[src/rtl/idte_pkg.sv]
`timescale 1ns / 1ps

package idte_pkg;

	localparam logic CMD_BINARY = 1'b0;
	localparam logic CMD_ASCII  = 1'b1;

	localparam logic [7:0] ASCII_ZERO     = 8'd48;
	localparam logic [7:0] YEAR_BASE_MOD  = 8'd108;  // 1900 mod 256
	localparam logic [7:0] MIN_YEAR       = 8'd70;   // 1970 - 1900
	localparam logic [7:0] YEAR_OFF       = 8'd60;   // 1960 - 1900
	localparam logic [11:0] YEAR_BASE     = 12'd1900;
	localparam logic [17:0] DAY_BIAS      = 18'd239;
	localparam logic [16:0] SEC_PER_DAY   = 17'd86400;
	localparam logic signed [16:0] SEC_PER_QTR = 17'sd900;
	localparam logic signed [7:0] TZ_MIN  = -8'sd48;
	localparam logic signed [7:0] TZ_MAX  = 8'sd52;

	// floor(x / D) = (x * R) >> S over the operand ranges used here
	localparam logic [9:0]  RECIP12  = 10'd342;
	localparam int          SH12     = 12;
	localparam logic [11:0] RECIP100 = 12'd2622;
	localparam int          SH100    = 18;
	localparam logic [16:0] RECIP9   = 17'd116509;
	localparam int          SH9      = 20;

	typedef struct packed {
		logic               command;
		logic [7:0]         bin_year;
		logic [7:0]         bin_month;
		logic [7:0]         bin_day;
		logic [7:0]         bin_hour;
		logic [7:0]         bin_minute;
		logic [7:0]         bin_second;
		logic [63:0]        ascii_ymd;
		logic [47:0]        ascii_hms;
		logic signed [7:0]  tz_quarters;
	} in_item_t;

	typedef struct packed {
		logic signed [31:0] epoch_seconds;
		logic               valid_res;
	} out_item_t;

	typedef struct packed {
		logic [7:0]        yb;
		logic [7:0]        mb;
		logic [7:0]        db;
		logic [7:0]        hb;
		logic [7:0]        nb;
		logic [7:0]        sb;
		logic signed [7:0] tz;
	} date_t;

	typedef struct packed {
		logic               date_ok;
		logic signed [17:0] days;
		logic [19:0]        hms;
		logic signed [16:0] tzs;
	} days_t;

endpackage

[src/rtl/idte_decode.sv]
`timescale 1ns / 1ps

module idte_decode import idte_pkg::*; (
	input  logic     clk,
	input  logic     arst_n,
	input  logic     adv,
	input  logic     in_valid,
	input  in_item_t item,
	output logic     v_s1,
	output date_t    date_s1
);

	function automatic logic [7:0] dig(input logic [7:0] ch);
		return ch - ASCII_ZERO;
	endfunction

	function automatic logic [7:0] pair(input logic [15:0] chars);
		return dig(chars[15:8]) * 8'd10 + dig(chars[7:0]);
	endfunction

	date_t dec;
	logic [7:0] year_a;

	always_comb begin
		year_a = dig(item.ascii_ymd[63:56]) * 8'd232 + dig(item.ascii_ymd[55:48]) * 8'd100
			+ dig(item.ascii_ymd[47:40]) * 8'd10 + dig(item.ascii_ymd[39:32]) - YEAR_BASE_MOD;
		dec.tz = item.tz_quarters;
		case (item.command)
			CMD_ASCII: begin
				dec.yb = year_a;
				dec.mb = pair(item.ascii_ymd[31:16]);
				dec.db = pair(item.ascii_ymd[15:0]);
				dec.hb = pair(item.ascii_hms[47:32]);
				dec.nb = pair(item.ascii_hms[31:16]);
				dec.sb = pair(item.ascii_hms[15:0]);
			end
			default: begin
				dec.yb = item.bin_year;
				dec.mb = item.bin_month;
				dec.db = item.bin_day;
				dec.hb = item.bin_hour;
				dec.nb = item.bin_minute;
				dec.sb = item.bin_second;
			end
		endcase
	end

	always_ff @(posedge clk or negedge arst_n) begin
		if (!arst_n) begin
			v_s1 <= 1'b0;
		end else if (adv) begin
			v_s1 <= in_valid;
		end
	end

	always_ff @(posedge clk) begin
		if (adv) begin
			date_s1 <= dec;
		end
	end

endmodule

[config.mk]
export PLATFORM = sky130hd
export DESIGN_NAME = idte_decode
export DESIGN_NICKNAME = d
export VERILOG_FILES = /design/src/rtl/idte_pkg.sv /design/src/rtl/idte_decode.sv
export SDC_FILE = /design/constraint.sdc
export NUM_CORES = 1
export LEC_CHECK = 0
export BUFFER_PORTS_ARGS = -buffer_cell sky130_fd_sc_hd__buf_2
export CORE_MARGIN = 5
export CORE_UTILIZATION = 45
export CTS_CLUSTER_DIAMETER = 50
export DETAILED_ROUTE_END_ITERATION = 10
export GPL_TIMING_DRIVEN = 0
export MAX_ROUTING_LAYER = met4
export PLACE_DENSITY = 0.79
export SYNTH_ARGS = -nofsm -noshare
export SYNTH_HDL_FRONTEND = slang
export SYNTH_SLANG_ARGS = --single-unit
[constraint.sdc]
create_clock -name clk -period 0.8 [get_ports clk]
set_input_delay 0.04 -clock clk [delete_from_list [all_inputs] [get_ports clk]]
set_output_delay 0.04 -clock clk [all_outputs]
set_load 0.03 [all_outputs]
; ---- After elaboration in Yosys (flattened, before gate mapping)
; Index checks and enable logic that the tools add are counted.
[op_classes]
add_sub_neg = 23
n_mux = 1
n_mul = 8
[op_table]
columns = op, n
row1 = 8-bit by 6-bit subtractor with 8-bit output (second input constant), 14
row2 = 8-bit adder, 8
row3 = 8-bit by 3-bit multiplier with 7-bit output (second input constant), 6
row4 = 48-bit two-way mux, 1
row5 = 8-bit by 5-bit multiplier with 5-bit output (second input constant), 1
row6 = 8-bit by 5-bit multiplier with 6-bit output (second input constant), 1
row7 = 8-bit by 7-bit subtractor with 8-bit output (second input constant), 1
[totals]
register_bits = 57
output_inout_bits = 57
inputBits = 173

; ---- Longest topological paths before layout
[depth]
ltp_word = 7
mapped_depth = 14
ltp_nobuf = 14

; ---- Worst setup path after synthesis
; OpenSTA, ideal clock, no wires.
[synth_path]
path_kind = input to register
from = in item[112] (netlist bit)
to = reg date_s1[55] (netlist bit), data pin
path_slack_ns = -2.809
cell_stages = 14
setup_ns = 0.260
t_arrival_ns = 3.349
path_buffers = 0
path_cell_list = ha_1 ha_1 ha_1 inv_1 ha_1 fa_1 fa_1 inv_1 ha_1 a21oi_1 xnor2_1 xnor2_1 xnor2_1 mux2_4
[synth_lines]
columns = item, line
row1 = from (decl), idte_decode.sv:8  ; input in_item_t item,
row2 = to (signal assigned), idte_decode.sv:58  ; date_s1 <= dec;
row3 = to (decl), idte_decode.sv:10  ; output date_t date_s1

==> summary.txt <==
Route
  – Final ANT Viol Nets: 0
  – DRC: 0
  – Drt total wl: 16700 µm
  – Routed wire per std cell: 19.16 µm
  – Routed met1 length: 6215 µm
  – Iter 0 DRT Violations: 184
  – Wire length on met2: 9322 µm
  – Top Metal Used: met4
  – Vias per inst: 5.078
  – Total number of vias: 4428
  – Drt first pass iters: 5
  – WL met3: 776 µm

Critical path
  – Most frequent CP cell: ha_4
  – WP data required: 0.88 ns
  – Reg2reg start: v_s1
  – Crit-path max cell delay: 0.53 ns
  – CP Class: in2reg
  – Worst R2R Path Depth: 1
  – Worst R2R End: v_s1
  – FF-to-FF setup slack: -0.01 ns
  – Max FO, Critical Path: 2
  – Critical Path, Cell by Cell: buf_12, ha_4, ha_4, ha_4, inv_4, ha_4, fa_1, fa_1, inv_2, ha_4, a21oi_2, xnor2_1, xnor2_1, xnor2_1, mux2_4
  – Crit. End Element: flip-flop
  – CP startpoint kind: input port
  – CP max-delay cell: fa_1
  – CP Data Arrival Time: 3.18 ns

Timing
  – Unrepaired setup endpoints after global routing: yes
  – Achievable Freq: 321.9 MHz
  – Max-slew violation count: 0
  – Clk_skew: 0 ns
  – Final setup fails: 90
  – Post-route setup slack: -2.307 ns
  – Final hold violation count: 0
  – Slew of the pin with the lowest slew margin: 0.7353 ns
  – Final period utilization: 3.884
  – Setup tns final: -38.39 ns
  – Fin crit period: 3.107 ns
  – Slew headroom: 0.5098

Synth
  – Largest family of logic cells by synthesized area: adder cells
  – Post-synthesis mux area share: 0.07964
  – Warnings, synthesis: 0
  – Synth Area in XOR/XNOR: 0.1277
  – Flops & latches, synth: 57
  – Synth area leaders: edfxtp_1 31%, ha_1 28%, xnor2_1 12%, fa_1 7.8%, mux2_2 7.7%
  – Mapped Cells: 465
  – Seq/Total Area, Yosys: 0.3149
  – Most common cell in the netlist: ha_1
  – Complex-gate fraction of the synthesized area: 0.05402
  – Syn Nets: 779
  – Post-synth EDFFs: 56
  – Adder-cell area share of the yosys netlist: 0.3546
  – Mean Syn Cell Area: 11.66 µm²
  – Area share of the largest cell type after synthesis: 0.3102
  – Most common library cells after synthesis: 120 x ha_1, 75 x xnor2_1, 72 x inv_1
  – Top FF cell, synth: edfxtp_1
  – Simple-Gate Fraction of Synth Area: 0.01454
  – Post-synth ARST share: 0.01754
  – Cell taking the most area after synthesis: edfxtp_1
  – Netlist cell types: 15
  – Synth Cell Area: 5420 µm²

Global routing
  – GRT Overall Usage: 0.2396
  – First-pass GRT wire length: 25840 µm
  – Pin count of the biggest net entering global routing: 58
  – Initial antenna violation count: 0
  – Overflow after GRT: 0
  – Vias in the first global route: 5064

Clocking
  – CTS buffer count: 9
  – Clk_lat worst skew: 0.32 ns
  – Clock Tree Buf Depth: 2
  – CTS tree: built
  – Root buf cell: clkbuf_16
  – Num Clock Sinks: 57
  – H-tree depth: 3
  – CTS clock-pin slew for the worst setup and hold paths: 0.05 ns

Layout
  – N_diodes: 0
  – Area Overhead vs Synth: 74.12%
  – Fraction of layout cells with a size suffix above 1: 0.6359
  – Fin util: 0.7923
  – Final net count: 1034

Run
  – Maxcap violations: 0

Floorplan
  – Die area: 14340 µm²
  – Area of the core: 11910 µm²
  – Die width: 119.8 µm
  – Starting Density: 0.4550
  – Die boundary height: 119.8 µm
  – Top Ports: 230
  – # rows: 40

Power
  – Max IR drop VDD: 1.276 mV
  – Pwr dens: 2131 nW/µm²
  – Static leakage: 4.174 nW

Hold path
  – Hold path depth: 2
  – Hold crit path type: in2reg
  – Min-delay src: item[125]
  – Hold Path Sink: date_s1[13]

Placed design
  – Input/output buffers: 217
  – Final GP Congestion: 0.8521
  – Pre-CTS WS: -2.831 ns
  – Post-DP HPWL: 12010 µm

Outcome
  – Status: complete, but fails checks
  – Failing checks: negative setup slack
[metal layers]
metal  global-route usage  up-vias
met5                    -        -
met3              0.04100       28
met2               0.4559      165
met4              0.07802        0
li1                     -     2103
met1               0.2501     2132
[cell type report]
class | instances | area (µm²)
Buffer | 7 | 105.1
Clock inverter | 7 | 85.08
Clock buffer | 9 | 225.2
Sequential cell | 57 | 1708
Fill cell | 635 | 2474
Inverter | 72 | 302.8
Timing Repair Buffer | 244 | 1924
Tap cell | 147 | 183.9
Multi-Input combinational cell | 329 | 4903
[critical path, delay by kind of cell]
kind | cells | cell delay [ns]
buf+inv | 3 | 0.18
mux | 1 | 0.25
compound gates | 1 | 0.13
fa+ha+maj | 7 | 2.16
xor+xnor | 3 | 0.41
[cells by family (layout without fill, tap and decap cells)]
kind of cell             count (synthesis)  in the layout
AND/OR/NAND/NOR                         21             21
adder cells (fa/ha/maj)                141            141
AO/OA/AOI/OAI                           50             50
XOR/XNOR                                79             79
multiplexers                            38             38
buffers and inverters                   79            339
flip-flops                              57             57
[worst max path at each step]
stage                     startpoint           to  slack [ns]  depth (start not counted)
after floorplan            item[113]  date_s1[55]       -2.46                         14
after global placement     item[112]  date_s1[55]       -2.80                         15
after detailed placement   item[112]  date_s1[55]       -2.83                         15
after CTS                  item[113]  date_s1[55]       -2.37                         15
after global routing       item[113]  date_s1[55]       -2.41                         15
final                      item[113]  date_s1[55]       -2.31                         15
[registers in the layout, summed over array words and instances (netlist names)]
| name | flops |
|---|---|
| v_s1 | 1 |
| date_s1 | 56 |
[where the power goes]
part	total (mW)	internal, mW	switching, mW
combinational	11.8	6.46	5.30
clock	4.06	2.69	1.37
sequential	4.29	4.02	0.267
total	20.1	13.2	6.94
[cell usage in the layout (no fill, tap or decap), drive strengths merged]
cell,count
buf,235
edfxtp,56
clkinvlp,1
inv,72
xor2,4
nor2,21
xnor2,75
a21o,12
a21oi,33
fa,21
mux2,38
clkbuf,15
ha,120
bufinv,2
clkinv,4
dlygate4sd3,10
o21bai,5
dfrtp,1
[repair_timing]
action / CTS / global route
hold endpoints to repair: 10 / 0
pin swaps: 88 / 48
gates resized for setup: 241 / 25
setup buffers: 14 / 7
hold buffers: 10 / 0
setup endpoints to repair: 154 / 90
[per-stage QoR]
step	instances	area [µm²]	hold slack [ns]	power [mW]
2_1_floorplan	465	6569	-0.2556	11.15
5_1_grt	872	9438	0.001090	21.27
6_report	872	9438	0.01683	20.11
3_3_place_gp	829	7839	-0.1857	13.02
3_5_place_dp	829	7839	-0.1845	13.38
4_1_cts	869	9316	0.001725	19.45
Note: power is estimated with default switching activity, not from simulation.
