`src/rtl/idte_pkg.sv`:
```
`timescale 1ns / 1ps

package idte_pkg;

	localparam logic CMD_BINARY = 1'b0;
	localparam logic CMD_ASCII  = 1'b1;

	localparam logic [7:0] ASCII_ZERO     = 8'd48;
	localparam logic [7:0] YEAR_BASE_MOD  = 8'd108;  // 1900 mod 256
	localparam logic [7:0] MIN_YEAR       = 8'd70;   // 1970 - 1900
	localparam logic [7:0] YEAR_OFF       = 8'd60;   // 1960 - 1900
	localparam logic [11:0] YEAR_BASE     = 12'd1900;
	localparam logic [17:0] DAY_BIAS      = 18'd239;
	localparam logic [16:0] SEC_PER_DAY   = 17'd86400;
	localparam logic signed [16:0] SEC_PER_QTR = 17'sd900;
	localparam logic signed [7:0] TZ_MIN  = -8'sd48;
	localparam logic signed [7:0] TZ_MAX  = 8'sd52;

	// floor(x / D) = (x * R) >> S over the operand ranges used here
	localparam logic [9:0]  RECIP12  = 10'd342;
	localparam int          SH12     = 12;
	localparam logic [11:0] RECIP100 = 12'd2622;
	localparam int          SH100    = 18;
	localparam logic [16:0] RECIP9   = 17'd116509;
	localparam int          SH9      = 20;

	typedef struct packed {
		logic               command;
		logic [7:0]         bin_year;
		logic [7:0]         bin_month;
		logic [7:0]         bin_day;
		logic [7:0]         bin_hour;
		logic [7:0]         bin_minute;
		logic [7:0]         bin_second;
		logic [63:0]        ascii_ymd;
		logic [47:0]        ascii_hms;
		logic signed [7:0]  tz_quarters;
	} in_item_t;

	typedef struct packed {
		logic signed [31:0] epoch_seconds;
		logic               valid_res;
	} out_item_t;

	typedef struct packed {
		logic [7:0]        yb;
		logic [7:0]        mb;
		logic [7:0]        db;
		logic [7:0]        hb;
		logic [7:0]        nb;
		logic [7:0]        sb;
		logic signed [7:0] tz;
	} date_t;

	typedef struct packed {
		logic               date_ok;
		logic signed [17:0] days;
		logic [19:0]        hms;
		logic signed [16:0] tzs;
	} days_t;

endpackage

```
`src/rtl/idte_days.sv`:
```
`timescale 1ns / 1ps

module idte_days import idte_pkg::*; (
	input  logic  clk,
	input  logic  arst_n,
	input  logic  adv,
	input  logic  v_s1,
	input  date_t date_s1,
	output logic  v_s4,
	output days_t days_s4
);

	// stage 2
	logic               v_s2;
	logic [4:0]         q_s2;
	logic [16:0]        m275_s2;
	logic [11:0]        y_s2;
	logic [7:0]         yr_s2;
	logic [7:0]         d_s2;
	logic [19:0]        hms_s2;
	logic signed [16:0] tzs_s2;
	logic               ok_s2;

	// stage 3
	logic               v_s3;
	logic [11:0]        t1_s3;
	logic [4:0]         c_s3;
	logic [12:0]        m9_s3;
	logic [16:0]        y367_s3;
	logic [7:0]         d_s3;
	logic [19:0]        hms_s3;
	logic signed [16:0] tzs_s3;
	logic               ok_s3;

	logic [8:0]         mp9;
	logic [18:0]        q_prod;
	logic signed [16:0] tz_ext;
	logic [11:0]        yq;
	logic [11:0]        yq1;
	logic [13:0]        yq7;
	logic [23:0]        c_prod;
	logic [33:0]        m9_prod;
	logic [6:0]         c3;
	days_t              nxt4;

	always_comb begin
		mp9    = {1'b0, date_s1.mb} + 9'd9;
		q_prod = 19'(mp9) * 19'(RECIP12);
		tz_ext = 17'(date_s1.tz);
	end

	always_comb begin
		yq      = y_s2 + 12'(q_s2);
		yq1     = yq - 12'd1;
		yq7     = 14'(yq) * 14'd7;
		c_prod  = 24'(yq1) * 24'(RECIP100);
		m9_prod = 34'(m275_s2) * 34'(RECIP9);
	end

	always_comb begin
		c3           = (7'(c_s3) + 7'd1) * 7'd3;
		nxt4.date_ok = ok_s3;
		nxt4.days    = signed'(18'(y367_s3) - 18'(t1_s3) - 18'(c3[6:2]) + 18'(m9_s3)
			+ 18'(d_s3) - DAY_BIAS);
		nxt4.hms     = hms_s3;
		nxt4.tzs     = tzs_s3;
	end

	always_ff @(posedge clk or negedge arst_n) begin
		if (!arst_n) begin
			v_s2 <= 1'b0;
			v_s3 <= 1'b0;
			v_s4 <= 1'b0;
		end else if (adv) begin
			v_s2 <= v_s1;
			v_s3 <= v_s2;
			v_s4 <= v_s3;
		end
	end

	always_ff @(posedge clk) begin
		if (adv) begin
			q_s2    <= q_prod[SH12 +: 5];
			m275_s2 <= 17'(date_s1.mb) * 17'd275;
			y_s2    <= 12'(date_s1.yb) + YEAR_BASE;
			yr_s2   <= date_s1.yb - YEAR_OFF;
			d_s2    <= date_s1.db;
			hms_s2  <= 20'(date_s1.hb) * 20'd3600 + 20'(date_s1.nb) * 20'd60
				+ 20'(date_s1.sb);
			tzs_s2  <= (date_s1.tz >= TZ_MIN && date_s1.tz <= TZ_MAX) ?
				17'(tz_ext * SEC_PER_QTR) : 17'sd0;
			ok_s2   <= date_s1.yb >= MIN_YEAR;

			t1_s3   <= yq7[13:2];
			c_s3    <= c_prod[SH100 +: 5];
			m9_s3   <= m9_prod[SH9 +: 13];
			y367_s3 <= 17'(yr_s2) * 17'd367;
			d_s3    <= d_s2;
			hms_s3  <= hms_s2;
			tzs_s3  <= tzs_s2;
			ok_s3   <= ok_s2;

			days_s4 <= nxt4;
		end
	end

endmodule

```
`config.mk`:
```
export PLATFORM = sky130hd
export DESIGN_NAME = idte_days
export DESIGN_NICKNAME = d
export VERILOG_FILES = /design/src/rtl/idte_pkg.sv /design/src/rtl/idte_days.sv
export SDC_FILE = /design/constraint.sdc
export NUM_CORES = 1
export LEC_CHECK = 0
export ABC_AREA = 1
export BUFFER_PORTS_ARGS = -buffer_cell sky130_fd_sc_hd__buf_2
export CORE_MARGIN = 10
export CORE_UTILIZATION = 50
export DETAILED_ROUTE_END_ITERATION = 16
export PLACE_DENSITY = 0.68
export SYNTH_ARGS = -nofsm -noshare
export SYNTH_HDL_FRONTEND = slang
export SYNTH_SLANG_ARGS = --single-unit
```
`constraint.sdc`:
```
create_clock -name clk -period 19.35 [get_ports clk]
set_input_delay 1.935 -clock clk [delete_from_list [all_inputs] [get_ports clk]]
set_output_delay 1.935 -clock clk [all_outputs]
set_load 0.05 [all_outputs]
```
After elaboration in Yosys (flattened, before gate mapping) --
Index checks and enable logic that the tools add are counted.
Word-level totals: output and inout port bits 57, logic and storage cells 51, register bits after elaboration 240, bits of input ports 60
Cells by class: reductions and logical operators 1, $add $sub $neg 13, $mul 10, order comparisons 3
Operators by type and width (number):
- multiplier 8 x 9 -> 17 bit (second input constant) | 2
- multiplier 17 x 17 -> 33 bit (second input constant) | 1
- multiplier 12 x 11 -> 22 bit (second input constant) | 1
- adder 20 x 14 -> 20 bit | 1
- adder 20 x 8 -> 20 bit | 1
- adder 18 x 13 -> 18 bit | 1
- adder 18 x 8 -> 18 bit | 1
- subtractor 17 x 12 -> 18 bit | 1
- subtractor 18 x 5 -> 18 bit | 1
- subtractor 18 x 8 -> 18 bit (second input constant) | 1
- greater-or-equal comparator 8 x 7 -> 1 bit (second input constant) | 2
- multiplier 8 x 8 -> 16 bit (second input constant) | 1
- multiplier 9 x 8 -> 16 bit (second input constant) | 1
- multiplier 8 x 9 -> 15 bit (second input constant) | 1
- multiplier 12 x 3 -> 14 bit (second input constant) | 1
- adder 12 x 5 -> 12 bit | 1
- adder 8 x 11 -> 12 bit (second input constant) | 1
- multiplier 8 x 4 -> 12 bit (second input constant) | 1
- subtractor 12 x 1 -> 12 bit (second input constant) | 1
- adder 8 x 4 -> 9 bit (second input constant) | 1
- less-or-equal comparator 8 x 7 -> 1 bit (second input constant) | 1
- subtractor 8 x 6 -> 8 bit (second input constant) | 1
- multiplier 6 x 2 -> 7 bit (second input constant) | 1
- adder 5 x 1 -> 6 bit (second input constant) | 1
- logical AND 1 bit | 1

Depth between registers and ports, before layout --
depth in word-level cells 6, depth in mapped cells 37

Worst setup path after synthesis --
No wires, ideal clock.
path type flip-flop to flip-flop, from register y_s2[0], to register c_s3[4] (data pin), cell stages (with the launch flop) 34, data required time 19.098 ns, slack 12.718 ns, clock period less this slack 6.632 ns, setup time 0.252 ns, data arrival time 6.380 ns, path through edfxtp_1 ha_1 inv_1 fa_1 inv_1 nand2_1 nand2_2 and2_4 xor2_4 ha_1 a21boi_0 nand3_1 nor2_8 xor2_4 xor2_1 inv_1 ha_1 o21bai_2 ha_1 inv_1 fa_1 inv_1 fa_1 inv_1 fa_1 inv_1 ha_1 nand2_1 nor4_1 nand4_1 nand3_1 a21oi_1 nand3_1 nand2_1
Between the ends: cells in the longest elaborated chain, start to end 3
Ends and longest elaborated chain:
- start: declaration | RTL line idte_days.sv:17 | logic [11:0] y_s2;
- start signal: assignment | RTL line idte_days.sv:85 | y_s2 <= 12'(date_s1.yb) + YEAR_BASE;
- adder 12 x 5 -> 12 bit | RTL line idte_days.sv:53 | yq = y_s2 + 12'(q_s2);
- subtractor 12 x 1 -> 12 bit | RTL line idte_days.sv:54 | yq1 = yq - 12'd1;
- multiplier 12 x 11 -> 22 bit | RTL line idte_days.sv:56 | c_prod = 24'(yq1) * 24'(RECIP100);
- net c_prod[22] | RTL line idte_days.sv:41 | logic [23:0] c_prod;
- end signal: assignment | RTL line idte_days.sv:95 | c_s3 <= c_prod[SH100 +: 5];
- end: declaration | RTL line idte_days.sv:27 | logic [4:0] c_s3;
The timed path passes the listed nets, and every way through them passes these cells. A chain may end at the register's enable or synchronous reset.

Final worst setup path --
from register y_s2[2], to register c_s3[4] (data pin)
The elaborated chain is that of the path after synthesis.

==> results.toml <==
[clocking]
cts_setup_buffers = 0
ctsHoldBuffers = 0
clockBufferDepth = 3
cts_root_buf = "clkbuf_16"
cts_resized = 0
worstSkewPairLatency_ns = 0.55
htreeDepth = 1
tritoncts = "done"
clk_pin_slew_ns = 0.06
cts.sink_count = 231
cts_buffers = 27

[logic_synthesis]
synth_compound_area_share_pct = 6.38
netlist_instances = 2455
yosysWarnings = 0
synth_xor_area_share_pct = 6.04
synthAdderAreaFrac_pct = 43.6
syn_area_um2 = 25300
ys_seq_area_share_pct = 27.3
synthMuxAreaShare_pct = 0.0445
avgSynthCellArea_um2 = 10.3
synth_top_family_by_area = "adder cells"
synth-seq-cells = 231
post_synth_and_or_nand_nor_area_fraction_pct = 8.15
yosys.cell_types.count = 51

[sta]
fmax_mhz = 135
setup_violations = 0
slew_headroom_pct = 42.5
maxSlewViolCount = 0
fin_worst_skew_ns = 0.0129
post-route-period-util_pct = 38.4
final.min_clock_period_ns = 7.42
hold_viol_final = 0
worstMarginPinSlew_ns = 0.862
grt_setup_unrepaired = "no"
final.setup.tns_ns = 0

[route]
dr.pass1.iters = 4
drtIter0Drc = 614
post_drt_wl_per_cell_um = 15.1
viasPerCell = 5.01
detail-route-antenna-nets = 0
drc = 0
vias = 16491
routed_wl_mm = 49.9

[final_layout]
final_nets = 3406
drive_gt1_share_pct = 7.56
num-fill-cells = 4409
syn2layout_area_growth_pct = 9.03

[critical_path]
r2r-end = "c_s3[4]"
cp-end-kind = "flop"
worst_path_most_repeated_cell = "inv_1"
critPathMaxFanout = 8
worstSetupStartpointType = "flop"
reg2regPathDepth = 31
crit_slowest_cell = "fa_1"
rr_startpoint = "y_s2[2]"
reg2reg_slack_ns = 11.93
max_stage_delay_ns = 0.54
path_class = "flop to flop"
cp.arrival_ns = 7.72
crit_required_ns = 19.65

[global_routing]
antenna_found_initial = 7
grt.total_usage_pct = 16.8
overflow = 0
grt_max_degree = 111
grt_pass1_wl_mm = 83.8
grt_pass1_vias = 17226

[flow_run]
cap_violations = 0

[floorplanning]
dieArea_um2 = 60000
rows = 82
die_x_um = 245
ios = 117
fp.dieH_um = 245
coreArea_um2 = 50100
start_util_pct = 50.6

[min_path]
holdPathStages = 0
min_path_type = "flop to flop"
hp-start = "hms_s2[13]"
hold_end = "hms_s3[13]"

[outcome]
status = "finished clean"

[place]
gp_congestion = 0.914
io_buffers = 114
dp_hpwl_mm = 43.0
worst max-delay path by stage:
| stage | start | endpoint | slack (ns) |
|---|---|---|---|
| after global placement | y_s2[0] | c_s3[4] | 12.26 |
| after detailed placement | y_s2[0] | c_s3[4] | 11.94 |
| after CTS | y_s2[2] | c_s3[4] | 11.92 |
| after global routing | y_s2[2] | c_s3[4] | 11.38 |
| final | y_s2[2] | c_s3[4] | 11.93 |
| after floorplan | y_s2[0] | c_s3[4] | 12.72 |
through the flow:
| step | setup WS, ns | hold slack, ns | utilization, % | std cells | instance area (um2) |
|---|---|---|---|---|---|
| 5_1_grt | 11.38 | 0.421 | 55.1 | 3291 | 27600 |
| 3_3_place_gp | 12.26 | 0.401 | 53.4 | 3240 | 26700 |
| 2_1_floorplan | 12.72 | 0.400 | - | 2456 | 25300 |
| 6_report | 11.93 | 0.417 | 55.1 | 3291 | 27600 |
| 3_5_place_dp | 11.94 | 0.405 | 53.4 | 3240 | 26700 |
| 4_1_cts | 11.92 | 0.419 | 55.1 | 3290 | 27600 |
Yosys cell counts (all sizes together):
library cell | number | area share [%]
nor2 | 115 | 1.9
o31ai | 3 | 0.089
o21bai | 18 | 0.56
a21oi | 147 | 2.9
o221ai | 1 | 0.035
mux2 | 1 | 0.044
xor2 | 100 | 3.9
and2 | 3 | 0.084
o2111ai | 5 | 0.17
xnor2 | 59 | 2.1
a21o | 15 | 0.44
a31o | 1 | 0.035
a21boi | 2 | 0.059
a221oi | 1 | 0.035
dfrtp | 3 | 0.30
nand3 | 56 | 1.2
ha | 526 | 26
conb | 1 | 0.015
inv | 559 | 8.3
a211oi | 6 | 0.18
buf | 2 | 0.059
clkbuf | 2 | 0.030
edfxtp | 228 | 27
o22ai | 1 | 0.025
a31oi | 8 | 0.20
o211ai | 8 | 0.24
o21ai | 63 | 1.2
nor3 | 15 | 0.30
or2 | 1 | 0.035
nor3b | 1 | 0.030
nand3b | 5 | 0.15
fa | 223 | 18
nand4 | 16 | 0.40
o21a | 4 | 0.12
nor4 | 5 | 0.12
nand2 | 250 | 3.9
a311oi | 1 | 0.035
sequential cells by signal, indices dropped and copies added (netlist names):
signal,count
ok_s3,1
days_s4,54
t1_s3,12
hms_s3,20
y_s2,12
y367_s3,17
q_s2,5
m9_s3,13
ok_s2,1
yr_s2,5
v_s4,1
m275_s2,17
tzs_s2,15
v_s2,1
d_s2,8
d_s3,8
tzs_s3,15
v_s3,1
c_s3,5
hms_s2,20
critical path, delay by kind of cell (launching register included):
kind                     cells  cell delay [ns]
buffers and inverters        7             0.57
XOR/XNOR                     3             0.90
flip-flops                   1             0.50
AO/OA/AOI/OAI                3             0.58
AND/OR/NAND/NOR             10             1.73
adder cells (fa/ha/maj)      8             2.88
area by class of cell:
type / instances / area [um2] / area share, %
sequential: 231 / 6920 / 25.1
clock inverter: 18 / 170 / 0.617
inverter: 559 / 2100 / 7.62
multi-input combinational: 1662 / 16300 / 59.0
tap: 672 / 841 / 3.05
clock buffer: 32 / 694 / 2.52
timing repair buffer: 116 / 596 / 2.16
antenna: 1 / 2.50 / 0.00907
cell families after synthesis:
family | after synthesis
AOI/OAI and AO/OA | 284
and+or+nand+nor | 467
adders and majority gates | 749
DFF | 231
buffers and inverters | 563
muxes | 1
other | 1
xor gates and xnor gates | 159
cells in the final DEF, fill, tap and decap left out, types with 6 or more instances in the layout:
master	instances
a211oi_1	6
a21o_1	15
a21oi_1	147
a31oi_1	8
buf_2	113
clkbuf_16	27
edfxtp_1	228
fa_1	223
ha_1	526
inv_1	553
nand2_1	238
nand2_2	6
nand2_4	6
nand3_1	54
nand4_1	16
nor2_1	110
nor3_1	15
o211ai_1	8
o21ai_0	63
o21bai_1	16
xnor2_1	57
xor2_1	93
routing by layer:
metal	wire [um]	share of wire, %	global-route usage [%]
met1	22700	45	21.7
met2	24200	49	29.1
met3	2050	4.1	2.94
met4	877	1.8	3.45
met5	69	0.14	0
Power is left out: the tool's default activity adds up to more than one toggle a clock period on the data nets, which glitch-free logic cannot reach.
