**src/rtl/idte_pkg.sv**
```systemverilog
`timescale 1ns / 1ps

package idte_pkg;

	localparam logic CMD_BINARY = 1'b0;
	localparam logic CMD_ASCII  = 1'b1;

	localparam logic [7:0] ASCII_ZERO     = 8'd48;
	localparam logic [7:0] YEAR_BASE_MOD  = 8'd108;  // 1900 mod 256
	localparam logic [7:0] MIN_YEAR       = 8'd70;   // 1970 - 1900
	localparam logic [7:0] YEAR_OFF       = 8'd60;   // 1960 - 1900
	localparam logic [11:0] YEAR_BASE     = 12'd1900;
	localparam logic [17:0] DAY_BIAS      = 18'd239;
	localparam logic [16:0] SEC_PER_DAY   = 17'd86400;
	localparam logic signed [16:0] SEC_PER_QTR = 17'sd900;
	localparam logic signed [7:0] TZ_MIN  = -8'sd48;
	localparam logic signed [7:0] TZ_MAX  = 8'sd52;

	// floor(x / D) = (x * R) >> S over the operand ranges used here
	localparam logic [9:0]  RECIP12  = 10'd342;
	localparam int          SH12     = 12;
	localparam logic [11:0] RECIP100 = 12'd2622;
	localparam int          SH100    = 18;
	localparam logic [16:0] RECIP9   = 17'd116509;
	localparam int          SH9      = 20;

	typedef struct packed {
		logic               command;
		logic [7:0]         bin_year;
		logic [7:0]         bin_month;
		logic [7:0]         bin_day;
		logic [7:0]         bin_hour;
		logic [7:0]         bin_minute;
		logic [7:0]         bin_second;
		logic [63:0]        ascii_ymd;
		logic [47:0]        ascii_hms;
		logic signed [7:0]  tz_quarters;
	} in_item_t;

	typedef struct packed {
		logic signed [31:0] epoch_seconds;
		logic               valid_res;
	} out_item_t;

	typedef struct packed {
		logic [7:0]        yb;
		logic [7:0]        mb;
		logic [7:0]        db;
		logic [7:0]        hb;
		logic [7:0]        nb;
		logic [7:0]        sb;
		logic signed [7:0] tz;
	} date_t;

	typedef struct packed {
		logic               date_ok;
		logic signed [17:0] days;
		logic [19:0]        hms;
		logic signed [16:0] tzs;
	} days_t;

endpackage

```
**src/rtl/idte_secs.sv**
```systemverilog
`timescale 1ns / 1ps

module idte_secs import idte_pkg::*; (
	input  logic      clk,
	input  logic      arst_n,
	input  logic      adv,
	input  logic      v_s4,
	input  days_t     days_s4,
	output logic      v_s5,
	output out_item_t res_s5
);

	logic [31:0] secs;

	always_comb begin
		secs = 32'(days_s4.days) * 32'(SEC_PER_DAY) + 32'(days_s4.hms) - 32'(days_s4.tzs);
	end

	always_ff @(posedge clk or negedge arst_n) begin
		if (!arst_n) begin
			v_s5 <= 1'b0;
		end else if (adv) begin
			v_s5 <= v_s4;
		end
	end

	always_ff @(posedge clk) begin
		if (adv) begin
			res_s5.epoch_seconds <= days_s4.date_ok ? signed'(secs) : 32'sd0;
			res_s5.valid_res     <= days_s4.date_ok;
		end
	end

endmodule

```
**config.mk**
```make
export PLATFORM = sky130hd
export DESIGN_NAME = idte_secs
export DESIGN_NICKNAME = d
export VERILOG_FILES = /design/src/rtl/idte_pkg.sv /design/src/rtl/idte_secs.sv
export SDC_FILE = /design/constraint.sdc
export NUM_CORES = 1
export LEC_CHECK = 0
export ABC_AREA = 1
export BUFFER_PORTS_ARGS = -buffer_cell sky130_fd_sc_hd__buf_2
export CELL_PAD_IN_SITES_DETAIL_PLACEMENT = 1
export CELL_PAD_IN_SITES_GLOBAL_PLACEMENT = 2
export CORE_AREA = 2 2 144 146
export DETAILED_ROUTE_END_ITERATION = 8
export DIE_AREA = 0 0 146 148
export PLACE_DENSITY = 0.92
export SYNTH_ARGS = -nofsm -noshare
export SYNTH_HDL_FRONTEND = slang
export SYNTH_SLANG_ARGS = --single-unit
export TNS_END_PERCENT = 5
```
**constraint.sdc**
```tcl
create_clock -name clk -period 0.8 [get_ports clk]
set_input_delay 0.04 -clock clk [delete_from_list [all_inputs] [get_ports clk]]
set_output_delay 0.04 -clock clk [all_outputs]
set_load 0.01 [all_outputs]
```
* Yosys cells after proc, flatten, opt, wreduce, memory -nomap -nowiden
Cells that the tools add are included.
** Cells by class
- Add/sub/neg operators :: 2
- $mul :: 1
** Operators with widths (count)
- $add 32x20->32 :: 1
- $mul 32x10->25 const B :: 1
- $sub 32x32->32 :: 1
** Storage, ports and cells
- Flip-flop bits (word level) :: 34

* Longest topological paths before layout
Gate-level depths: netlist (run 1).
- Depth after elaboration :: 3
- Depth in mapped cells :: 32

* Worst setup path after synthesis (run 1)
Ideal clock, no wire load.
- Kind :: input port to flip-flop
- Start point :: input days_s4[38] (netlist bit)
- End point :: register res_s5[30] (netlist bit), data pin
- Slack :: -4.164 ns
- Library setup time :: 0.255 ns
- Stages on the path :: 23
- Arrival :: 4.710 ns
- Data required time :: 0.545 ns
- Cell sequence :: ha_1 -> fa_1 -> fa_1 -> ha_1 -> inv_1 -> fa_1 -> inv_1 -> ha_1 -> nand2_1 -> nor2_1 -> inv_1 -> o21ai_0 -> xnor2_1 -> fa_1 -> inv_1 -> ha_1 -> a21oi_1 -> o21ai_0 -> o21bai_1 -> a21oi_1 -> nand3_1 -> nand2_1 -> nor2_1
** On the way
- Word-level cells in the longest chain between the ends :: 3
** RTL lines
- start, declared :: RTL line idte_secs.sv:8 : input days_t days_s4,
- $mul 32x10->25 :: RTL line idte_secs.sv:16 : secs = 32'(days_s4.days) * 32'(SEC_PER_DAY) + 32'(days_s4.hms) - 32'(days_s4.tzs);
- $add 32x20->32 :: RTL line idte_secs.sv:16
- $sub 32x32->32 :: RTL line idte_secs.sv:16
- end, declared :: RTL line idte_secs.sv:10 : output out_item_t res_s5
Every way passes these cells.
A chain may end at the register's enable or synchronous reset.

* Final worst setup path (run 1)
- Start point :: input days_s4[40] (netlist bit)
- End point :: register res_s5[29] (netlist bit), data pin
The elaborated chain is that of the path after synthesis.

==> results.cfg, run 1 <==
[worst_setup_path]
end_kind = register
rrSetupSlack_ns = 0.07
critPathMaxStageDelay_ns = 0.53
cp_num_cells = 30
crit_buf_inv = 8
cp_common_cell = nor2_1
crit_fanout = 4
r2r-end = v_s5
crit-reg2reg-launch = v_s5
critPathTopFamily = adder cells
required_ns = 0.84
cpMaxStageDelayCell = fa_1
crit_start = days_s4[40]
worstPathArrival_ns = 5.25
start_kind = input port
endpoint = res_s5[29]
setup.worst_path.class = in2reg
r2r.worst_path.cells = 1

[logic_synthesis]
synth_top_family_by_area = adder cells
synth-compound-area-share_pct = 12.06
netlist_area_um2 = 6953
synthCells = 938
ys_seq_elements = 34
synth.area.mux_share_pct = 0.1620
synth_common_cells = 198 x inv_1, 189 x nand2_1, 118 x ha_1
ys_seq_area_share_pct = 14.61
synth_cell_type_count = 35
synth-adder-area-share_pct = 37.93
synth_largest_area_cell = ha_1
synth_edf_count = 33
async_flop_share_pct = 2.941
synthXorXnorAreaFrac_pct = 3.275
synth.top_cells.by_area = ha_1 21%, fa_1 17%, edfxtp_1 14%
synthFlopType = edfxtp_1
synth_nets = 1174
avgSynthCellArea_um2 = 7.412
synth.most_common_cell = inv_1
yosys_warnings = 0
yosysTopAreaCellShare_pct = 21.23
synth-simple-area-share_pct = 21.05

[grt]
antenna_found_initial = 0
grt_pass1_vias = 8208
gr-total-overflow = 0
grt_usage_pct = 23.77
grt_pass1_wl_um = 41300
grt_max_degree = 14

[place]
place_hpwl_um = 20310
placed_cell_area_um2 = 9484
port_buffers = 93
place.gp.congestion = 0.8986

[clock_tree]
path_clk_slew_ns = 0.05
cts_tree = done
cts_sinks = 34
clockBufferDepth = 2
clock_latency_ns = 0.28
cts_buffers = 5
root_buffer = clkbuf_16
cts_max_level = 2

[sta]
slew_headroom_pct = 75.73
hold_viol = 0
rsz0062_at_grt = true
fmax_mhz = 192.2
fin_crit_ns = 5.204
slew_violations = 0
layout_setup_ws_ns = -4.404
finalSetupViolations = 64
period_share_pct = 650.5
skew_ns = 0
worst_pin_slew_ns = 0.3640

[layout]
fill_cells = 2415
multi_input_area_um2 = 6516
layout.nets = 1463
areaGrowthSynthToFinish_pct = 54.94
regArea_um2 = 1016
design_area_um2 = 10770
drive_above_1_share_pct = 42.83
diodes = 0
utilization_pct = 53.76

[status]
status = finished, violations left
violations = setup timing

[routing]
via_count = 7721
dr.pass1.iters = 5
drt_wl_total_um = 28940
wl_per_cell_um = 19.32
post-route-drc-count = 0
via_per_inst = 5.154
drtAntennaViolNets = 0
drt_iter0_drc = 369

[job]
maxCapViolations = 0

[floorplanning]
coreArea_um2 = 20040
die_h_um = 148
dieWidth_um = 146
initial_core_util_pct = 34.70
dieArea_um2 = 21610
io_pins = 94
row_count = 52

[worst_hold_path]
hold_class = in2reg
layout make-up:
type                    count  area share [%]
clock buffers               6           1.196
clock inverters             2         0.08130
inverters                 198           6.922
multi-input cells         703           60.49
flip-flops and latches     34           9.431
well taps                 270           3.136
repair buffers            285           18.75
flip-flops by register name (all words and copies together) (netlist names):
signal and flops:
res_s5 33, v_s5 1
per-layer routing:
| layer | track usage, % | share of wire, % | vias to the layer above |
|---|---|---|---|
| met4 | 6.456 | 2.7 | 0 |
| met3 | 2.469 | 4.0 | 63 |
| met2 | 44.60 | 53 | 235 |
| met5 | 0 | 0 | - |
| met1 | 28.93 | 41 | 3835 |
| li1 | - | - | 3588 |
cells by family after synthesis:
group | Yosys count
buf+inv | 201
simple gates | 354
flops | 34
compound gates | 146
fa+ha+maj | 176
mux | 1
xor+xnor | 26
cells in the final DEF (no fill, tap or decap), types with 13 or more instances in the layout:
cell / Yosys / routed
a21oi_1: 66 / 31
a21oi_2: 2 / 31
buf_2: 0 / 84
buf_4: 1 / 185
edfxtp_1: 33 / 33
fa_1: 58 / 56
ha_1: 118 / 64
ha_4: 0 / 50
inv_1: 198 / 174
inv_2: 0 / 23
nand2_1: 189 / 158
nand2_2: 5 / 24
nand3_1: 34 / 28
nor2_1: 97 / 63
nor2_2: 4 / 27
o21ai_1: 2 / 19
xnor2_1: 14 / 13
worst min-delay path by stage:
stage,start,endpoint,slack (ns),depth (start not counted)
2_1_floorplan,arst_n,v_s5,-0.26,0
3_5_place_dp,arst_n,v_s5,-0.18,1
6_report,days_s4[55],res_s5[0],0.02,1
4_1_cts,days_s4[55],res_s5[0],0.02,1
5_1_grt,days_s4[55],res_s5[0],0.03,1
3_3_place_gp,arst_n,v_s5,-0.19,1
through the flow:
stage	cells	worst slack, ns	hold slack [ns]	setup TNS (ns)
2_1_floorplan	938	-3.834	-0.2556	-77.63
6_report	1498	-4.404	0.01507	-87.61
5_1_grt	1498	-4.575	0.02661	-92.38
3_5_place_dp	1470	-4.663	-0.1835	-96.80
4_1_cts	1492	-4.016	0.01871	-84.09
3_3_place_gp	1470	-4.580	-0.1856	-94.76
timing repair:
item / 4_1_cts / 5_1_grt
endpoints found under the hold margin: 2 / 0
gates resized for setup: 161 / 87
setup endpoints to repair: 64 / 65
pin swaps: 121 / 69
cloned: 0 / 0
setup buffers: 12 / 6
hold buffers: 2 / 0
Power of run 1 is left out: the tool's default activity adds up to more than one toggle a clock period on the data nets, which glitch-free logic cannot reach.
==> run 2: changes to the inputs <==
- MAX_ROUTING_LAYER: not set -> met4
==> run 2 against run 1 <==
Against the previous run:
- the run still ends with setup timing left
- utilization up 0.26 points
- cell area rose by 0.48%
- first-iteration DRC count rose by 9.2%
- global-route usage grew 1.0 points
==> results.cfg, run 2 (same netlist as run 1, synthesis figures left out) <==
[place]
port_buffers = 93
place_hpwl_um = 20640
place.gp.congestion = 0.9137
dp_cells = 1470

[routing]
drtAntennaViolNets = 0
dr.pass1.iters = 7
drt_wl_total_um = 29570
via_per_inst = 5.166
wl_per_cell_um = 19.75
drt_iter0_drc = 403
post-route-drc-count = 0
via_count = 7733

[layout]
fill_cells = 2415
drive_above_1_share_pct = 43.28
reg_top3 = res_s5 (33), v_s5 (1)
final_common_cell = buf_4
largest_register_ffs = 33
regArea_um2 = 1016
final_cell_mix = 186 x buf_4, 175 x inv_1, 157 x nand2_1
diodes = 0
layout.nets = 1462
areaGrowthSynthToFinish_pct = 55.68
largest-register = res_s5
fin_cells = 1497
multi_input_area_um2 = 6580

[sta]
layout_setup_ws_ns = -4.402
finalSetupViolations = 64
rsz0062_at_grt = true
holdWs_ns = 0.02762
hold_viol = 0
tns_ns = -88.23
slew_headroom_pct = 69.98
skew_ns = 0
fin_crit_ns = 5.202
worst_pin_slew_ns = 0.4456
fmax_mhz = 192.2
slew_violations = 0
period_share_pct = 650.2

[worst_setup_path]
crit_fanout = 4
worstPathArrival_ns = 5.24
crit-reg2reg-launch = v_s5
setup.worst_path.class = in2reg
crit_start = days_s4[40]
cpMaxStageDelayCell = fa_1
critPathMaxStageDelay_ns = 0.53
start_kind = input port
cp_common_cell = nor2_1
required_ns = 0.84
end_kind = register

[clock_tree]
cts_max_level = 2
path_clk_slew_ns = 0.05
cts_buffers = 5
cts_tree = done
clockBufferDepth = 2
clock_latency_ns = 0.28
root_buffer = clkbuf_16
cts_sinks = 34

[worst_hold_path]
hold_class = in2reg
worstHoldStart = days_s4[55]

[status]
violations = setup timing
status = finished, violations left

[floorplanning]
die_h_um = 148
coreArea_um2 = 20040
dieArea_um2 = 21610
dieWidth_um = 146
row_count = 52
initial_core_util_pct = 34.70
io_pins = 94

[grt]
grt_usage_pct = 24.78
grt_pass1_vias = 8328
grt_pass1_wl_um = 41840
grt_max_degree = 14
gr-total-overflow = 0
antenna_found_initial = 0

[job]
maxCapViolations = 0
[run 2: cell types whose count changed in the layout (fill, tap and decap cells not counted), moves of 3 or more]
cell,delta
xnor2_2,+4
xnor2_1,-4
ha_4,+3
o21ai_0,+4
nor2_4,+5
o21bai_4,-3
nor2_2,-5
o21ai_1,-3
[run 2: repair_timing]
action | CTS | global route
hold buffers | 2 | 0
buffers inserted | 14 | 3
gates resized for setup | 144 | 110
endpoints found under the hold margin | 2 | 0
endpoints found under the setup margin | 64 | 65
pin swaps | 98 | 78
[run 2: path summary, 6_finish.rpt]
check | endpoint | slack [ns] | cells after the start
setup / recovery | res_s5[29] | -4.40 | 29
hold / removal | res_s5[0] | 0.03 | 1
setup reg to reg | v_s5 | 0.06 | 1
hold reg to reg | v_s5 | 0.51 | 1
max in group asynchronous | v_s5 | 0.65 | 2
min in group asynchronous | v_s5 | 0.07 | 2
[run 2: worst max-delay path, delay by kind of cell]
family / cells / cell delay (ns)
adder cells (fa/ha/maj): 8 / 2.80
XOR/XNOR: 1 / 0.16
AND/OR/NAND/NOR: 11 / 1.21
AO/OA/AOI/OAI: 3 / 0.52
buffers and inverters: 6 / 0.49
[run 2: cell type report]
type / instances / share of cell area [%]
well taps: 270 / 3.121
inverters: 198 / 6.913
multi-input cells: 703 / 60.79
clock buffers: 6 / 1.191
flip-flops and latches: 34 / 9.386
clock inverters: 2 / 0.08092
repair buffers: 284 / 18.52
[run 2: routing by layer]
metal | wire [um] | track usage, % | up-vias | share of wire, %
met5 | 0 | - | - | 0
met4 | 1258 | 6.505 | 0 | 4.3
met3 | 1410 | 2.654 | 103 | 4.8
met2 | 15260 | 45.57 | 278 | 52
met1 | 11640 | 28.87 | 3772 | 39
li1 | - | - | 3580 | -
[run 2: metrics by stage]
stage                     worst slack, ns  area [um2]  utilization (%)
final                              -4.402       10820            54.01
after global routing               -4.488       10820            54.01
after CTS                          -4.066       10320            51.49
after detailed placement           -4.803        9484            47.33
after global placement             -4.579        9484            47.33
after floorplan                    -3.834        7380                -
Power of run 2 is left out for the same reason.
==> run 3: changes to the inputs <==
- CELL_PAD_IN_SITES_DETAIL_PLACEMENT: 1 -> not set
- CELL_PAD_IN_SITES_GLOBAL_PLACEMENT: 2 -> not set
- CORE_AREA: 2 2 144 146 -> 2 2 128 130
- DIE_AREA: 0 0 146 148 -> 0 0 130 132
- PLACE_DENSITY: 0.92 -> 0.73
- RECOVER_POWER: not set -> 50
==> run 3 against run 2 <==
Against the previous run:
- the run still ends with setup timing left
- clock skew is the same
- via count shrank 8.1%
- maximum frequency grew 5.1%
- final cell count shrank 4.8%
- die area shrank 21%
- clock-buffer cell count is the same
- worst hold slack gained 0.039 ns
==> results.cfg, run 3 (same netlist as run 1, synthesis figures left out) <==
[grt]
grt_pass1_wl_um = 33430
grtUsageMet2_pct = 40.92
gr-total-overflow = 0
antenna_found_initial = 0
grt_pass1_vias = 7043
busiest_layer = met2
grt_usage_pct = 24.84
grt_use_met1_pct = 33.91
met3_usage_pct = 2.232
grt_max_degree = 14

[layout]
multi_input_area_um2 = 6610
layout.nets = 1444
areaGrowthSynthToFinish_pct = 53.05
fill_cells = 1159
final_cell_mix = 176 x inv_1, 165 x buf_4, 155 x nand2_1
diodes = 0
largest_register_ffs = 33
reg_top3 = res_s5 (33), v_s5 (1)
largest-register = res_s5
final_common_cell = inv_1
regArea_um2 = 1016
drive_above_1_share_pct = 42.27

[routing]
dr.pass1.iters = 5
drtAntennaViolNets = 0
via_per_inst = 4.987
drt_wl_total_um = 21130
drt_iter0_drc = 476
wl_per_cell_um = 14.83
post-route-drc-count = 0
via_count = 7106

[worst_hold_path]
hold_class = in2async

[clock_tree]
cts_sinks = 34
clockBufferDepth = 2
path_clk_slew_ns = 0.05
cts_buffers = 5
root_buffer = clkbuf_16
cts_tree = done
clock_latency_ns = 0.27
cts_max_level = 2

[sta]
rsz0062_at_grt = true
fin_crit_ns = 4.948
slew_headroom_pct = 71.40
slew_violations = 0
finalSetupViolations = 59
layout_setup_ws_ns = -4.148
fmax_mhz = 202.1
period_share_pct = 618.5
tns_ns = -82.42
skew_ns = 0
worst_pin_slew_ns = 0.4289
hold_viol = 0

[floorplanning]
coreArea_um2 = 15710
die_h_um = 132
initial_core_util_pct = 44.25
io_pins = 94
dieWidth_um = 130
row_count = 46
dieArea_um2 = 17160

[worst_setup_path]
critPathMaxStageDelay_ns = 0.58
cp_common_cell = inv_2
required_ns = 0.83
r2r.worst_path.cells = 1
crit_buf_inv = 6
crit_fanout = 4
worstPathArrival_ns = 4.98
cp_num_cells = 28
end_kind = register
start_kind = input port
cpMaxStageDelayCell = fa_1
setup.worst_path.class = in2reg
critPathTopFamily = adder cells

[status]
status = finished, violations left
violations = setup timing

[place]
place.gp.congestion = 0.9420
place_hpwl_um = 16260
port_buffers = 93

[job]
maxCapViolations = 0
-- run 3: cell count changes in the layout (fill, tap and decap cells not counted), moves of 3 or more --
cell / previous run / this run
buf_4: 186 / 165
ha_1: 62 / 57
ha_4: 53 / 58
buf_2: 84 / 80
clkbuf_1: 1 / 5
xnor2_1: 9 / 13
xnor2_2: 5 / 1
nand2_2: 24 / 27
o21ai_0: 15 / 18
o21ai_2: 11 / 8
-- run 3: per-stage QoR --
| step | hold WS [ns] | std cells | utilization (%) | setup WS (ns) | instance area (um2) |
|---|---|---|---|---|---|
| 6_report | 0.06680 | 1425 | 67.73 | -4.148 | 10640 |
| 5_1_grt | 0.06980 | 1425 | 67.73 | -4.382 | 10640 |
| 4_1_cts | 0.06643 | 1419 | 64.81 | -3.939 | 10180 |
| 3_5_place_dp | -0.1843 | 1396 | 59.05 | -4.511 | 9279 |
| 3_3_place_gp | -0.1857 | 1396 | 59.05 | -4.521 | 9279 |
| 2_1_floorplan | -0.2556 | 938 | - | -3.834 | 7380 |
-- run 3: metal layers --
metal,part of all wire [%],routed length (um),up-vias
li1,-,-,3548
met1,45,9600,3309
met2,48,10150,201
met3,4.4,929,48
met4,2.1,449,0
met5,0,0,-
-- run 3: final cells by class --
type / count / area share, %
Inverter: 198 / 7.008
Multi-Input combinational cell: 703 / 62.12
Clock inverter: 2 / 0.08230
Clock buffer: 6 / 1.211
Sequential cell: 34 / 9.547
Tap cell: 216 / 2.540
Timing Repair Buffer: 266 / 17.50
-- run 3: what timing repair did --
action	4_1_cts	5_1_grt
resized for setup	144	102
setup buffers	13	6
setup endpoints to repair	65	64
hold buffers	2	0
hold endpoints to repair	2	0
pin swaps	97	63
-- run 3: final timing paths --
kind                             start          to  slack [ns]
setup / recovery           days_s4[45]  res_s5[29]       -4.15
hold / removal                  arst_n        v_s5        0.07
setup reg to reg                  v_s5        v_s5        0.06
hold reg to reg                   v_s5        v_s5        0.50
max in group asynchronous       arst_n        v_s5        0.64
min in group clk            days_s4[0]   res_s5[1]        0.18
Power of run 3 is left out for the same reason.
